==> src/hdl/arplm_pkg.sv <==
// Shared types and constants of the audio RMS and peak level meter.
package arplm_pkg;

   // Sample width is fixed by the item format
   localparam int SAMPLE_BITS = 16;
   // Power word: squared magnitude shifted up to a full-scale of 2^54
   localparam int POWER_BITS  = 56;
   localparam int POW_EXTRA   = 54 - 2 * (SAMPLE_BITS - 1);
   // Power is split into a low and a high chunk for the coefficient multiply
   localparam int LO_BITS     = 32;
   localparam int HI_BITS     = POWER_BITS - LO_BITS;
   // Square root: two result bits per cycle
   localparam int ROOT_BITS   = POWER_BITS / 2;
   localparam int REM_BITS    = ROOT_BITS + 2;
   localparam int SQRT_STEPS  = 2;
   localparam int ROOT_CYCLES = ROOT_BITS / SQRT_STEPS;
   localparam int CNT_BITS    = $clog2(ROOT_CYCLES);

   // Coefficient reset values, Q0.24
   localparam logic [31:0] AVG_COEF_RESET   = 32'd1268;
   localparam logic [31:0] PEAK_DECAY_RESET = 32'd16775948;

   // Register indexes
   localparam logic CSR_AVG_COEF   = 1'b0;
   localparam logic CSR_PEAK_DECAY = 1'b1;

   // Item kinds
   localparam logic REQ_SAMPLE = 1'b0;
   localparam logic REQ_FETCH  = 1'b1;

   typedef struct packed {
      logic                          req_type;
      logic signed [SAMPLE_BITS-1:0] sample;
   } arplm_req_type;

   typedef struct packed {
      logic [SAMPLE_BITS-1:0] rms_level;
      logic [SAMPLE_BITS-1:0] peak_level;
      logic [SAMPLE_BITS-1:0] hold_level;
      logic [SAMPLE_BITS-1:0] clip_level;
   } arplm_rsp_type;

   typedef enum logic [3:0] {
      ST_IDLE,
      ST_SQUARE,
      ST_COMPARE,
      ST_MUL_LO,
      ST_MUL_HI,
      ST_SCALE,
      ST_WRITE,
      ST_ROOT,
      ST_DELIVER
   } arplm_state_type;

   typedef struct packed {
      logic take_sample;
      logic take_fetch;
      logic square;
      logic compare;
      logic load_peak;
      logic mul_lo;
      logic mul_hi;
      logic sel_decay;
      logic scale;
      logic write_mean;
      logic write_peak;
      logic root_step;
      logic out_load;
   } arplm_cmd_type;

   typedef struct packed {
      logic peak_rise;
   } arplm_status_type;

endpackage

==> src/hdl/arplm_sqrt.sv <==
// Digit-by-digit floor square root, two result bits per cycle while step is high.
module arplm_sqrt
   import arplm_pkg::*;
(
   input  logic                  clock,
   input  logic                  load,
   input  logic                  step,
   input  logic [POWER_BITS-1:0] radicand,
   output logic [ROOT_BITS-1:0]  root
);

   logic [POWER_BITS-1:0] x_ff, x_in;
   logic [REM_BITS-1:0]   rem_ff, rem_in;
   logic [ROOT_BITS-1:0]  root_ff, root_in;
   logic [REM_BITS-1:0]   shifted;
   logic [REM_BITS-1:0]   trial;

   always_comb begin
      x_in    = x_ff;
      rem_in  = rem_ff;
      root_in = root_ff;
      shifted = '0;
      trial   = '0;
      for (int i = 0; i < SQRT_STEPS; i++) begin
         // bring down the next two radicand bits
         shifted = {rem_in[REM_BITS-3:0], x_in[POWER_BITS-1 -: 2]};
         x_in    = x_in << 2;
         trial   = {root_in, 2'b01};
         if (shifted >= trial) begin
            rem_in  = shifted - trial;
            root_in = {root_in[ROOT_BITS-2:0], 1'b1};
         end else begin
            rem_in  = shifted;
            root_in = {root_in[ROOT_BITS-2:0], 1'b0};
         end
      end
   end

   always_ff @(posedge clock) begin
      if (load) begin
         x_ff    <= radicand;
         rem_ff  <= '0;
         root_ff <= '0;
      end else if (step) begin
         x_ff    <= x_in;
         rem_ff  <= rem_in;
         root_ff <= root_in;
      end
   end

   assign root = root_ff;

endmodule

==> src/hdl/arplm_dpath.sv <==
// Datapath of the level meter: level state, coefficient multiply, roots, result register.
module arplm_dpath
   import arplm_pkg::*;
#(
   parameter int COEF_BITS = 24
) (
   input  logic                 clock,
   input  logic                 reset,
   input  arplm_cmd_type        cmd,
   input  arplm_req_type        req_data,
   input  logic                 csr_we,
   input  logic                 csr_addr,
   input  logic [COEF_BITS-1:0] csr_wdata,
   output arplm_status_type     status,
   output arplm_rsp_type        rsp_data
);

   localparam int MUL_BITS  = LO_BITS + COEF_BITS;
   localparam int PHI_BITS  = HI_BITS + COEF_BITS;
   localparam int ACC_BITS  = POWER_BITS + COEF_BITS;

   logic [COEF_BITS-1:0]     avg_coef_ff, peak_decay_ff;
   logic [POWER_BITS-1:0]    mean_ff, peak_ff, power_ff, p_ff, scaled_ff;
   logic [SAMPLE_BITS-1:0]   hold_ff, clip_ff, mag_ff, hold_snap_ff, clip_snap_ff;
   logic                     mean_up_ff, peak_rise_ff;
   logic [LO_BITS-1:0]       mul_a;
   logic [COEF_BITS-1:0]     coef_sel;
   logic [MUL_BITS-1:0]      product;
   logic [MUL_BITS-1:0]      prod_lo_ff;
   logic [PHI_BITS-1:0]      prod_hi_ff;
   logic [ACC_BITS-1:0]      acc;
   logic [SAMPLE_BITS-1:0]   raw;
   logic [SAMPLE_BITS-1:0]   mag;
   logic [2*SAMPLE_BITS-1:0] square;
   logic                     mean_up;
   logic [POWER_BITS-1:0]    diff;
   logic [ROOT_BITS-1:0]     root_mean, root_peak;
   arplm_rsp_type            rsp_ff;

   // magnitude; the most negative sample maps to 2^(SAMPLE_BITS-1)
   assign raw    = req_data.sample;
   assign mag    = raw[SAMPLE_BITS-1] ? (SAMPLE_BITS'(0) - raw) : raw;
   assign square = {{SAMPLE_BITS{1'b0}}, mag_ff} * {{SAMPLE_BITS{1'b0}}, mag_ff};

   assign mean_up = power_ff >= mean_ff;
   assign diff    = mean_up ? (power_ff - mean_ff) : (mean_ff - power_ff);

   // one 32 x coefficient multiplier, shared by both chunks and both passes
   assign mul_a    = cmd.mul_hi ? LO_BITS'(p_ff[POWER_BITS-1:LO_BITS]) : p_ff[LO_BITS-1:0];
   assign coef_sel = cmd.sel_decay ? peak_decay_ff : avg_coef_ff;
   assign product  = MUL_BITS'(mul_a) * MUL_BITS'(coef_sel);
   assign acc      = {prod_hi_ff, {LO_BITS{1'b0}}} + ACC_BITS'(prod_lo_ff);

   always_ff @(posedge clock) begin
      if (reset) begin
         avg_coef_ff   <= COEF_BITS'(AVG_COEF_RESET);
         peak_decay_ff <= COEF_BITS'(PEAK_DECAY_RESET);
      end else if (csr_we) begin
         unique case (csr_addr)
            CSR_AVG_COEF:   avg_coef_ff   <= csr_wdata;
            CSR_PEAK_DECAY: peak_decay_ff <= csr_wdata;
            default:        ;
         endcase
      end
   end

   // level state
   always_ff @(posedge clock) begin
      if (reset) begin
         mean_ff <= '0;
         peak_ff <= '0;
         hold_ff <= '0;
         clip_ff <= '0;
      end else begin
         if (cmd.square) begin
            if (clip_ff < mag_ff) clip_ff <= mag_ff;
            if (hold_ff < mag_ff) hold_ff <= mag_ff;
         end else if (cmd.take_fetch) begin
            hold_ff <= '0;
         end
         if (cmd.write_mean) begin
            mean_ff <= mean_up_ff ? (mean_ff + scaled_ff) : (mean_ff - scaled_ff);
         end
         if (cmd.write_peak) begin
            peak_ff <= peak_rise_ff ? power_ff : scaled_ff;
         end
      end
   end

   // working registers
   always_ff @(posedge clock) begin
      if (cmd.take_sample) mag_ff <= mag;
      if (cmd.square) power_ff <= POWER_BITS'(square) << POW_EXTRA;
      if (cmd.compare) begin
         mean_up_ff   <= mean_up;
         peak_rise_ff <= peak_ff < power_ff;
         p_ff         <= diff;
      end else if (cmd.load_peak) begin
         p_ff <= peak_ff;
      end
      if (cmd.mul_lo) prod_lo_ff <= product;
      if (cmd.mul_hi) prod_hi_ff <= product[PHI_BITS-1:0];
      if (cmd.scale) scaled_ff <= acc[COEF_BITS +: POWER_BITS];
      if (cmd.take_fetch) begin
         hold_snap_ff <= hold_ff;
         clip_snap_ff <= clip_ff;
      end
      if (cmd.out_load) begin
         rsp_ff.rms_level  <= root_mean[ROOT_BITS-1 -: SAMPLE_BITS];
         rsp_ff.peak_level <= root_peak[ROOT_BITS-1 -: SAMPLE_BITS];
         rsp_ff.hold_level <= hold_snap_ff;
         rsp_ff.clip_level <= clip_snap_ff;
      end
   end

   arplm_sqrt u_sqrt_mean (
      .clock    (clock),
      .load     (cmd.take_fetch),
      .step     (cmd.root_step),
      .radicand (mean_ff),
      .root     (root_mean)
   );

   arplm_sqrt u_sqrt_peak (
      .clock    (clock),
      .load     (cmd.take_fetch),
      .step     (cmd.root_step),
      .radicand (peak_ff),
      .root     (root_peak)
   );

   assign status.peak_rise = peak_rise_ff;
   assign rsp_data         = rsp_ff;

endmodule

==> src/hdl/arplm_ctrl.sv <==
// Controller of the level meter: sequences sample updates, fetches and result handoff.
module arplm_ctrl
   import arplm_pkg::*;
(
   input  logic             clock,
   input  logic             reset,
   input  logic             req_valid,
   input  logic             req_kind,
   output logic             req_stall,
   output logic             rsp_valid,
   input  logic             rsp_stall,
   input  arplm_status_type status,
   output arplm_cmd_type    cmd
);

   arplm_state_type     state_ff, state_in;
   logic                pass_ff, pass_in;
   logic [CNT_BITS-1:0] cnt_ff, cnt_in;
   logic                rsp_valid_ff, rsp_valid_in;

   always_ff @(posedge clock) begin
      if (reset) begin
         state_ff     <= ST_IDLE;
         pass_ff      <= 1'b0;
         cnt_ff       <= '0;
         rsp_valid_ff <= 1'b0;
      end else begin
         state_ff     <= state_in;
         pass_ff      <= pass_in;
         cnt_ff       <= cnt_in;
         rsp_valid_ff <= rsp_valid_in;
      end
   end

   always_comb begin
      state_in      = state_ff;
      pass_in       = pass_ff;
      cnt_in        = cnt_ff;
      cmd           = '0;
      cmd.sel_decay = pass_ff;
      req_stall     = 1'b1;
      unique case (state_ff)
         ST_IDLE: begin
            req_stall = 1'b0;
            if (req_valid) begin
               if (req_kind == REQ_FETCH) begin
                  cmd.take_fetch = 1'b1;
                  cnt_in         = '0;
                  state_in       = ST_ROOT;
               end else begin
                  cmd.take_sample = 1'b1;
                  state_in        = ST_SQUARE;
               end
            end
         end
         ST_SQUARE: begin
            cmd.square = 1'b1;
            state_in   = ST_COMPARE;
         end
         ST_COMPARE: begin
            cmd.compare = 1'b1;
            pass_in     = 1'b0;
            state_in    = ST_MUL_LO;
         end
         ST_MUL_LO: begin
            cmd.mul_lo = 1'b1;
            state_in   = ST_MUL_HI;
         end
         ST_MUL_HI: begin
            cmd.mul_hi = 1'b1;
            state_in   = ST_SCALE;
         end
         ST_SCALE: begin
            cmd.scale = 1'b1;
            state_in  = ST_WRITE;
         end
         ST_WRITE: begin
            if (!pass_ff) begin
               cmd.write_mean = 1'b1;
               if (status.peak_rise) begin
                  // new peak: take the power directly, no decay pass
                  cmd.write_peak = 1'b1;
                  state_in       = ST_IDLE;
               end else begin
                  cmd.load_peak = 1'b1;
                  pass_in       = 1'b1;
                  state_in      = ST_MUL_LO;
               end
            end else begin
               cmd.write_peak = 1'b1;
               state_in       = ST_IDLE;
            end
         end
         ST_ROOT: begin
            cmd.root_step = 1'b1;
            cnt_in        = cnt_ff + 1'b1;
            if (cnt_ff == CNT_BITS'(ROOT_CYCLES - 1)) state_in = ST_DELIVER;
         end
         ST_DELIVER: begin
            // hold until the result register is free or drains this cycle
            if (!rsp_valid_ff || !rsp_stall) begin
               cmd.out_load = 1'b1;
               state_in     = ST_IDLE;
            end
         end
         default: begin
            state_in = ST_IDLE;
         end
      endcase
   end

   always_comb begin
      rsp_valid_in = rsp_valid_ff;
      if (cmd.out_load) rsp_valid_in = 1'b1;
      else if (rsp_valid_ff && !rsp_stall) rsp_valid_in = 1'b0;
   end

   assign rsp_valid = rsp_valid_ff;

endmodule

==> src/hdl/audio_rms_peak_level_meter_unit.sv <==
// Level meter for signed Q1.15 audio: smoothed RMS, decaying peak, hold and clip levels.
// A sample item (req_type 0) updates the clip and hold maxima, moves the mean power toward
// the new squared magnitude by avg_coef and lifts or decays the peak power; it returns
// nothing. A fetch item (req_type 1) returns floor square roots of mean and peak power plus
// hold and clip, then clears hold. One item is in work at a time. A sample is squared and
// compared, then the 56-bit power times a coefficient is formed as 32-bit low and 24-bit
// high chunks on one multiplier, summed and applied; a second pass decays a peak that
// does not rise. A fetch steps two root units at two bits per cycle; the result waits
// in an output register while later sample items proceed. Coefficients are Q0.COEF_BITS.
module audio_rms_peak_level_meter_unit
   import arplm_pkg::*;
#(
   parameter int COEF_BITS = 24
) (
   input  logic                 clock,
   input  logic                 reset,
   input  logic                 req_valid,
   output logic                 req_stall,
   input  arplm_req_type        req_data,
   output logic                 rsp_valid,
   input  logic                 rsp_stall,
   output arplm_rsp_type        rsp_data,
   input  logic                 csr_we,
   input  logic                 csr_addr,
   input  logic [COEF_BITS-1:0] csr_wdata
);

   arplm_cmd_type    cmd;
   arplm_status_type status;

   arplm_ctrl u_ctrl (
      .clock     (clock),
      .reset     (reset),
      .req_valid (req_valid),
      .req_kind  (req_data.req_type),
      .req_stall (req_stall),
      .rsp_valid (rsp_valid),
      .rsp_stall (rsp_stall),
      .status    (status),
      .cmd       (cmd)
   );

   arplm_dpath #(
      .COEF_BITS (COEF_BITS)
   ) u_dpath (
      .clock     (clock),
      .reset     (reset),
      .cmd       (cmd),
      .req_data  (req_data),
      .csr_we    (csr_we),
      .csr_addr  (csr_addr),
      .csr_wdata (csr_wdata),
      .status    (status),
      .rsp_data  (rsp_data)
   );

`ifndef SYNTHESIS
   // never overwrite a result that is still waiting
   a_no_overwrite: assert property (@(posedge clock) disable iff (reset)
      cmd.out_load |-> !(rsp_valid && rsp_stall))
      else $error("result register overwritten while stalled");

   // every accepted item starts exactly one sequence
   a_accept_starts: assert property (@(posedge clock) disable iff (reset)
      (req_valid && !req_stall) |-> (cmd.take_sample || cmd.take_fetch))
      else $error("accepted item did not start work");

   // datapath steps are issued one at a time
   a_one_step: assert property (@(posedge clock) disable iff (reset)
      $onehot0({cmd.take_sample, cmd.take_fetch, cmd.square, cmd.compare, cmd.mul_lo,
                cmd.mul_hi, cmd.scale, cmd.root_step, cmd.out_load}))
      else $error("overlapping datapath commands");

   // a fetch cannot deliver before its roots are computed
   a_root_first: assert property (@(posedge clock) disable iff (reset)
      cmd.take_fetch |=> !cmd.out_load)
      else $error("result loaded before root steps");
`endif

endmodule

==> config.mk <==
export PLATFORM = sky130hd
export DESIGN_NAME = audio_rms_peak_level_meter_unit
export DESIGN_NICKNAME = d
export VERILOG_FILES = /design/src/hdl/arplm_pkg.sv /design/src/hdl/arplm_sqrt.sv /design/src/hdl/arplm_dpath.sv /design/src/hdl/arplm_ctrl.sv /design/src/hdl/audio_rms_peak_level_meter_unit.sv
export SDC_FILE = /design/constraint.sdc
export NUM_CORES = 2
export LEC_CHECK = 0
export BUFFER_PORTS_ARGS = -buffer_cell sky130_fd_sc_hd__buf_2
export CORE_MARGIN = 4
export CORE_UTILIZATION = 60
export DETAILED_ROUTE_END_ITERATION = 16
export GPL_TIMING_DRIVEN = 0
export PLACE_DENSITY = 0.76
export SETUP_SLACK_MARGIN = 0.2
export SKIP_LAST_GASP = 1
export SLEW_MARGIN = 10
export SYNTH_ARGS = -nofsm -noshare
export SYNTH_HDL_FRONTEND = slang
export SYNTH_SLANG_ARGS = --single-unit
==> constraint.sdc <==
create_clock -name clock -period 27.7 [get_ports clock]
set_input_delay 8.31 -clock clock [delete_from_list [all_inputs] [get_ports clock]]
set_output_delay 8.31 -clock clock [all_outputs]
set_load 0.02 [all_outputs]
Word level (Yosys, flattened, before mapping)
Cells that the tools add are included.
- add/subtract/negate cells: 11
- $mul: 2
- $lt $le $gt $ge: 8
- equal/unequal tests: 14
- mux-type cells: 57
- bitwise logic cells: 1
- reduce and logical (&&, ||, !) cells: 17
- operator list (kind ; number):
    two-way mux 56 bit ; 9
    subtractor 56 bit ; 3
    >= comparator 30 bit ; 4
    two-way mux 28 bit ; 4
    subtractor 28 bit ; 4
    adder 80 x 56 -> 80 bit ; 1
    adder 56 bit ; 1
    >= comparator 56 bit ; 1
    < comparator 56 bit ; 1
    multiplier 32 x 24 -> 56 bit ; 1
    two-way mux 16 bit ; 3
    case mux 4 bit (9 select lines) ; 1
    < comparator 16 bit ; 2
    multiplier 16 x 16 -> 32 bit ; 1
    two-way mux 32 bit ; 1
    two-way mux 1 bit ; 24
    two-way mux 24 bit ; 1
    two-way mux 4 bit ; 6
    equality test 4 x 3 -> 1 bit, second input constant ; 4
    subtractor 1 x 16 -> 16 bit, first input constant ; 1
    two-way mux 15 bit ; 1
    nonzero test 2 bit ; 6
    equality test 4 x 2 -> 1 bit, second input constant ; 2
    equality test 4 bit, second input constant ; 2
    15 further kinds ; 26
- bits in registers: 788
- input bits: 47
- output and inout port bits: 66
- word-level logic and storage cells: 141

Longest topological paths before layout
- word-level depth: 5
- mapped depth: 36

Modules after synthesis
Synthesis repeated with hierarchy kept, for this count alone.
- cells, all modules: 8409
- area, all modules: 77724.5 µm²
- by module, submodules not included (module ; times used ; cells each ; area each (µm²)):
    arplm_dpath ; 1 ; 6489 ; 60401.7
    arplm_sqrt ; 2 ; 921 ; 8329.2
    arplm_ctrl ; 1 ; 78 ; 664.4

Least setup slack after synthesis
No wires, ideal clock.
- path kind: input to register
- from: in rsp_stall
- to: reg u_dpath.rsp_ff (netlist bit u_dpath.rsp_data[0]) (enable)
- setup time: 0.507 ns
- arrival: 11.441 ns
- path slack: 15.752 ns
- cell stages on the path: 1
- cells stage by stage: a21oi_1
- cells in the longest elaborated chain, start to end: 4
- ends and longest elaborated chain (item ; line ; text):
    start, declared ; audio_rms_peak_level_meter_unit.sv:21 ; input logic rsp_stall,
    logical NOT 1 bit ; arplm_ctrl.sv:101 ; if (!rsp_valid_ff || !rsp_stall) begin
    logical OR 1 bit ; arplm_ctrl.sv:101 ;
    two-way mux 1 bit ; arplm_ctrl.sv:101 ;
    two-way mux 1 bit ; arplm_ctrl.sv:42 ; unique case (state_ff)
    end, declared ; arplm_dpath.sv:38 ; arplm_rsp_type rsp_ff;
No other way between the ends.
A chain may end at the register's enable or synchronous reset.

Worst setup path in the final report
- from: reg u_ctrl.state_ff[0]
- to: reg u_dpath.prod_lo_ff[55], data pin
- cells in the longest elaborated chain, start to end: 4
- ends and longest elaborated chain (item ; line ; text):
    start, declared ; arplm_ctrl.sv:16 ; arplm_state_type state_ff, state_in;
    start signal, assigned ; arplm_ctrl.sv:28 ; state_ff <= state_in;
    equality test 4 x 3 -> 1 bit ; arplm_ctrl.sv:42 ;
    two-way mux 1 bit ; arplm_ctrl.sv:42 ;
    two-way mux 32 bit ; arplm_dpath.sv:49 ; assign mul_a = cmd.mul_hi ? LO_BITS'(p_ff[POWER_BITS-1:LO_BITS]) : p_ff[LO_BITS-1:0];
    multiplier 32 x 24 -> 56 bit ; arplm_dpath.sv:51 ; assign product = MUL_BITS'(mul_a) * MUL_BITS'(coef_sel);
    named net u_dpath.product[55] ; arplm_dpath.sv:28 ; logic [MUL_BITS-1:0] product;
    end signal, assigned ; arplm_dpath.sv:101 ; if (cmd.mul_lo) prod_lo_ff <= product;
    end, declared ; arplm_dpath.sv:29 ; logic [MUL_BITS-1:0] prod_lo_ff;
The timed path passes the listed nets, and every way through them passes these cells.

==> reports/qor.log <==
qor: status.status complete, no violations
qor: place.dpl-instance-area 79,100 um^2
qor: floorplan.die_width 364 um
qor: synth.ys_types 83
qor: synth.synth-edff-count 449
qor: sta.setup_viol 0
qor: sta.hold_slack 419 ps
qor: sta.report.final.slew_viol_count 0
qor: place.globalplace.congestion 1.07
qor: worst_setup_path.worst_setup_path_startpoint u_ctrl.state_ff[0]$_SDFFE_PP0P_
qor: synth.synth.yosys.seq_area_share 26.0%
qor: grt.global_route.usage.total 40.2%
qor: synth.ys_dominant_reg_cell sky130_fd_sc_hd__edfxtp_1
qor: clocking.tritoncts_num_sinks 763
qor: synth.number_of_instances_in_the_synthesized_netlist 8,536
qor: clocking.cts_buffer_depth 3
qor: synth.syn-cell-area 76,100 um^2
qor: synth.synth.top_cells.by_area sky130_fd_sc_hd__fa_1 22%, sky130_fd_sc_hd__edfxtp_1 18%, sky130_fd_sc_hd__ha_1 9.9%
qor: worst_hold_path.timing.hold.worst.class reg -> reg
qor: clocking.cts_root_buffer sky130_fd_sc_hd__clkbuf_16
qor: drt.postRouteWirelength 267,000 um
qor: drt.drt_pass1_iterations 8
qor: worst_setup_path.crit_fanout 10
qor: worst_setup_path.timing.critical_path.to_type flop
qor: worst_setup_path.r2r_setup_slack 16,000 ps
qor: drt.drcViolationCount 0
qor: cells_and_area.finalNetCount 10.2k
qor: floorplan.placementRows 130
qor: floorplan.ioPinCount 113
qor: synth.ys.warnings.count 0
qor: grt.grt.overflow.total 0
qor: worst_setup_path.critical_path_required 28,170 ps
qor: cells_and_area.area.growth.synth_to_final 8.09%
qor: sta.grt_setup_unrepaired no
qor: sta.worst_clock_skew 68.0 ps
qor: grt.first_global_vias 64.2k
qor: worst_setup_path.r2r_end u_dpath.prod_lo_ff[55]$_DFFE_PP_
qor: drt.detail_route.wl_per_cell 25.5 um
qor: worst_setup_path.cp-start-kind flop
qor: floorplan.initial_utilization 60.5%
qor: synth.yosysTopAreaCellShare 21.7%
qor: worst_setup_path.depth_of_the_worst_register_to_register_path 32
qor: synth.synth-seq-cells 763
qor: sta.setup_total_negative_slack 0 ps
qor: worst_hold_path.timing.hold.worst.start u_dpath.prod_lo_ff[24]$_DFFE_PP_
qor: grt.maximum_number_of_pins_on_one_net_before_global_route_repair 81
qor: grt.antenna_found_initial 12
qor: sta.maxSlewHeadroom 2.21%
qor: sta.finalCritPeriodShare 42.2%
qor: drt.dr_total_vias 65.1k
qor: cells_and_area.post_route_cells_drive_above_1_share 4.13%
qor: clocking.clock_tree_from_tritoncts done
qor: worst_setup_path.worst-endpoint-arrival 12,170 ps
qor: sta.max_clock_freq 0.0855 GHz
qor: clocking.clock_pin_slew_reported_for_the_worst_setup_and_hold_paths_after_clock_tree_synthesis 60 ps
qor: floorplan.coreArea 126,000 um^2
qor: place.buffer_ports.inserted 111
qor: clocking.worstSkewPairLatency 740 ps
qor: synth.synth_nets 10.0k
qor: synth.netlist.top_cell.by_area sky130_fd_sc_hd__fa_1
qor: clocking.cts_post_setup_buffers_inserted 0
qor: synth.postSynthAreaPerCell 8.92 um^2
qor: place.place_ws 16,290 ps
qor: sta.endpoints_failing_hold 0
qor: worst_setup_path.path_common_cell sky130_fd_sc_hd__fa_1
qor: worst_setup_path.crit_type reg -> reg
qor: clocking.cts_made_buffers 86
qor: clocking.ctsResizeCount 0
qor: floorplan.die_area 133,000 um^2
qor: sta.finalWorstPathRequiredPeriod 11,700 ps
qor: worst_setup_path.crit_path_max_incr_delay 1210 ps
qor: drt.viasPerCell 6.21
qor: drt.ant_nets 0
qor: floorplan.fp.dieH 364 um
qor: synth.synthTopCellsByCount 1,255 x sky130_fd_sc_hd__nand2_1, 1,108 x sky130_fd_sc_hd__inv_1, 824 x sky130_fd_sc_hd__fa_1
qor: synth.yosys.cell_count.top_type sky130_fd_sc_hd__nand2_1
qor: sta.transition_at_the_pin_with_the_smallest_max_transition_slack 1430 ps
qor: run.maxCapViolCount 0
qor: grt.grt_first_pass_wirelength 397,000 um
qor: drt.drt_iter0_markers 7,522
qor: cells_and_area.post_route_design_area 82,300 um^2
qor: place.dp.final_hpwl 217,000 um
qor: worst_setup_path.critical_path.reg2reg.startpoint u_ctrl.state_ff[0]$_SDFFE_PP0P_
qor: worst_setup_path.endpoint u_dpath.prod_lo_ff[55]$_DFFE_PP_
qor: clocking.htree_num_levels 3
qor: synth.postSynth.asyncResetShare 0%
qor: worst_setup_path.cpMaxStageDelayCell sky130_fd_sc_hd__mux2i_1
qor: clocking.post_cts_hold_buffer_count 0
qor: sta.setup_ws_final 16,000 ps
[layout make-up]
type / count / area [um^2]
buffer: 388 / 1480
sequential: 763 / 19800
clock buffer: 118 / 2480
antenna: 4 / 10.0
multi-input combinational: 6267 / 50800
inverter: 1118 / 4200
tap: 1650 / 2060
timing repair buffer: 123 / 817
fill: 10500 / 43500
clock inverter: 42 / 666
[routing by layer]
metal  track usage [%]  routed length (um)
met1              52.9              102000
met2              59.7              112000
met3              12.8               34800
met4              20.7               17000
met5              1.02                 353
[critical path: cells and delay by family (launching register included)]
family | cells | cell delay, ps
muxes | 1 | 1210
AOI/OAI and AO/OA | 7 | 1870
xor gates and xnor gates | 1 | 110
buffers and inverters | 10 | 2550
and+or+nand+nor | 5 | 1190
adders and majority gates | 8 | 4200
DFF | 1 | 330
[worst min-delay path by stage]
stage,slack (ps),cells past startpoint,end
final,420,0,u_dpath.scaled_ff[0]$_DFFE_PP_
after global routing,420,0,u_dpath.rsp_data[27]$_DFFE_PP_
after CTS,420,0,u_dpath.rsp_data[27]$_DFFE_PP_
after detailed placement,400,0,u_dpath.rsp_data[28]$_DFFE_PP_
after global placement,400,0,u_dpath.scaled_ff[2]$_DFFE_PP_
after floorplan,400,0,u_dpath.rsp_data[0]$_DFFE_PP_
[state kept, by name, indices dropped and copies added (netlist names), 31 cells and up]
name / count
u_dpath.rsp_data: 64
u_dpath.mean_ff: 56
u_dpath.p_ff: 56
u_dpath.peak_ff: 56
u_dpath.scaled_ff: 56
u_dpath.u_sqrt_mean.x_ff: 56
u_dpath.u_sqrt_peak.x_ff: 56
u_dpath.prod_hi_ff: 48
u_dpath.prod_lo_ff: 32
u_dpath.power_ff: 31
[layout by cell type (no fill, tap or decap), types with 54 or more instances in the layout]
cell type                   Yosys  layout
sky130_fd_sc_hd__clkbuf_16      0      90
sky130_fd_sc_hd__o21ai_0      404     404
sky130_fd_sc_hd__a211oi_1      77      77
sky130_fd_sc_hd__nand4_1       62      62
sky130_fd_sc_hd__inv_1       1108    1107
sky130_fd_sc_hd__xnor2_1      224     224
sky130_fd_sc_hd__and3_1        61      60
sky130_fd_sc_hd__o21a_1        54      54
sky130_fd_sc_hd__a21oi_1      513     512
sky130_fd_sc_hd__nand2b_1      64      64
sky130_fd_sc_hd__a21o_1       218     218
sky130_fd_sc_hd__mux2i_1      116     100
sky130_fd_sc_hd__dfxtp_1      314     314
sky130_fd_sc_hd__nor2_1       753     751
sky130_fd_sc_hd__nor3_1        75      75
sky130_fd_sc_hd__fa_1         824     824
sky130_fd_sc_hd__nand2_1     1255    1255
sky130_fd_sc_hd__ha_1         603     603
sky130_fd_sc_hd__nand3_1      168     168
sky130_fd_sc_hd__clkbuf_1     369     382
sky130_fd_sc_hd__buf_2          5     116
sky130_fd_sc_hd__xor2_1       152     152
sky130_fd_sc_hd__edfxtp_1     449     449
[kinds of logic after synthesis]
logic type      Yosys count  share of synthesized area, %
buf+inv                1506                          7.45
mux                     149                          2.01
flops                   763                          26.0
xor+xnor                376                          4.33
fa+ha+maj              1427                          31.6
simple gates           2693                          15.4
compound gates         1622                          13.3
[through the flow]
step | std cells | util (%)
floorplan | 8536 | -
global placement | 10300 | 62.6
detailed placement | 10300 | 62.9
CTS | 10500 | 65.4
global route | 10500 | 65.4
finish | 10500 | 65.4
Power is left out: the tool's default activity adds up to more than one toggle a clock period on the data nets, which glitch-free logic cannot reach.
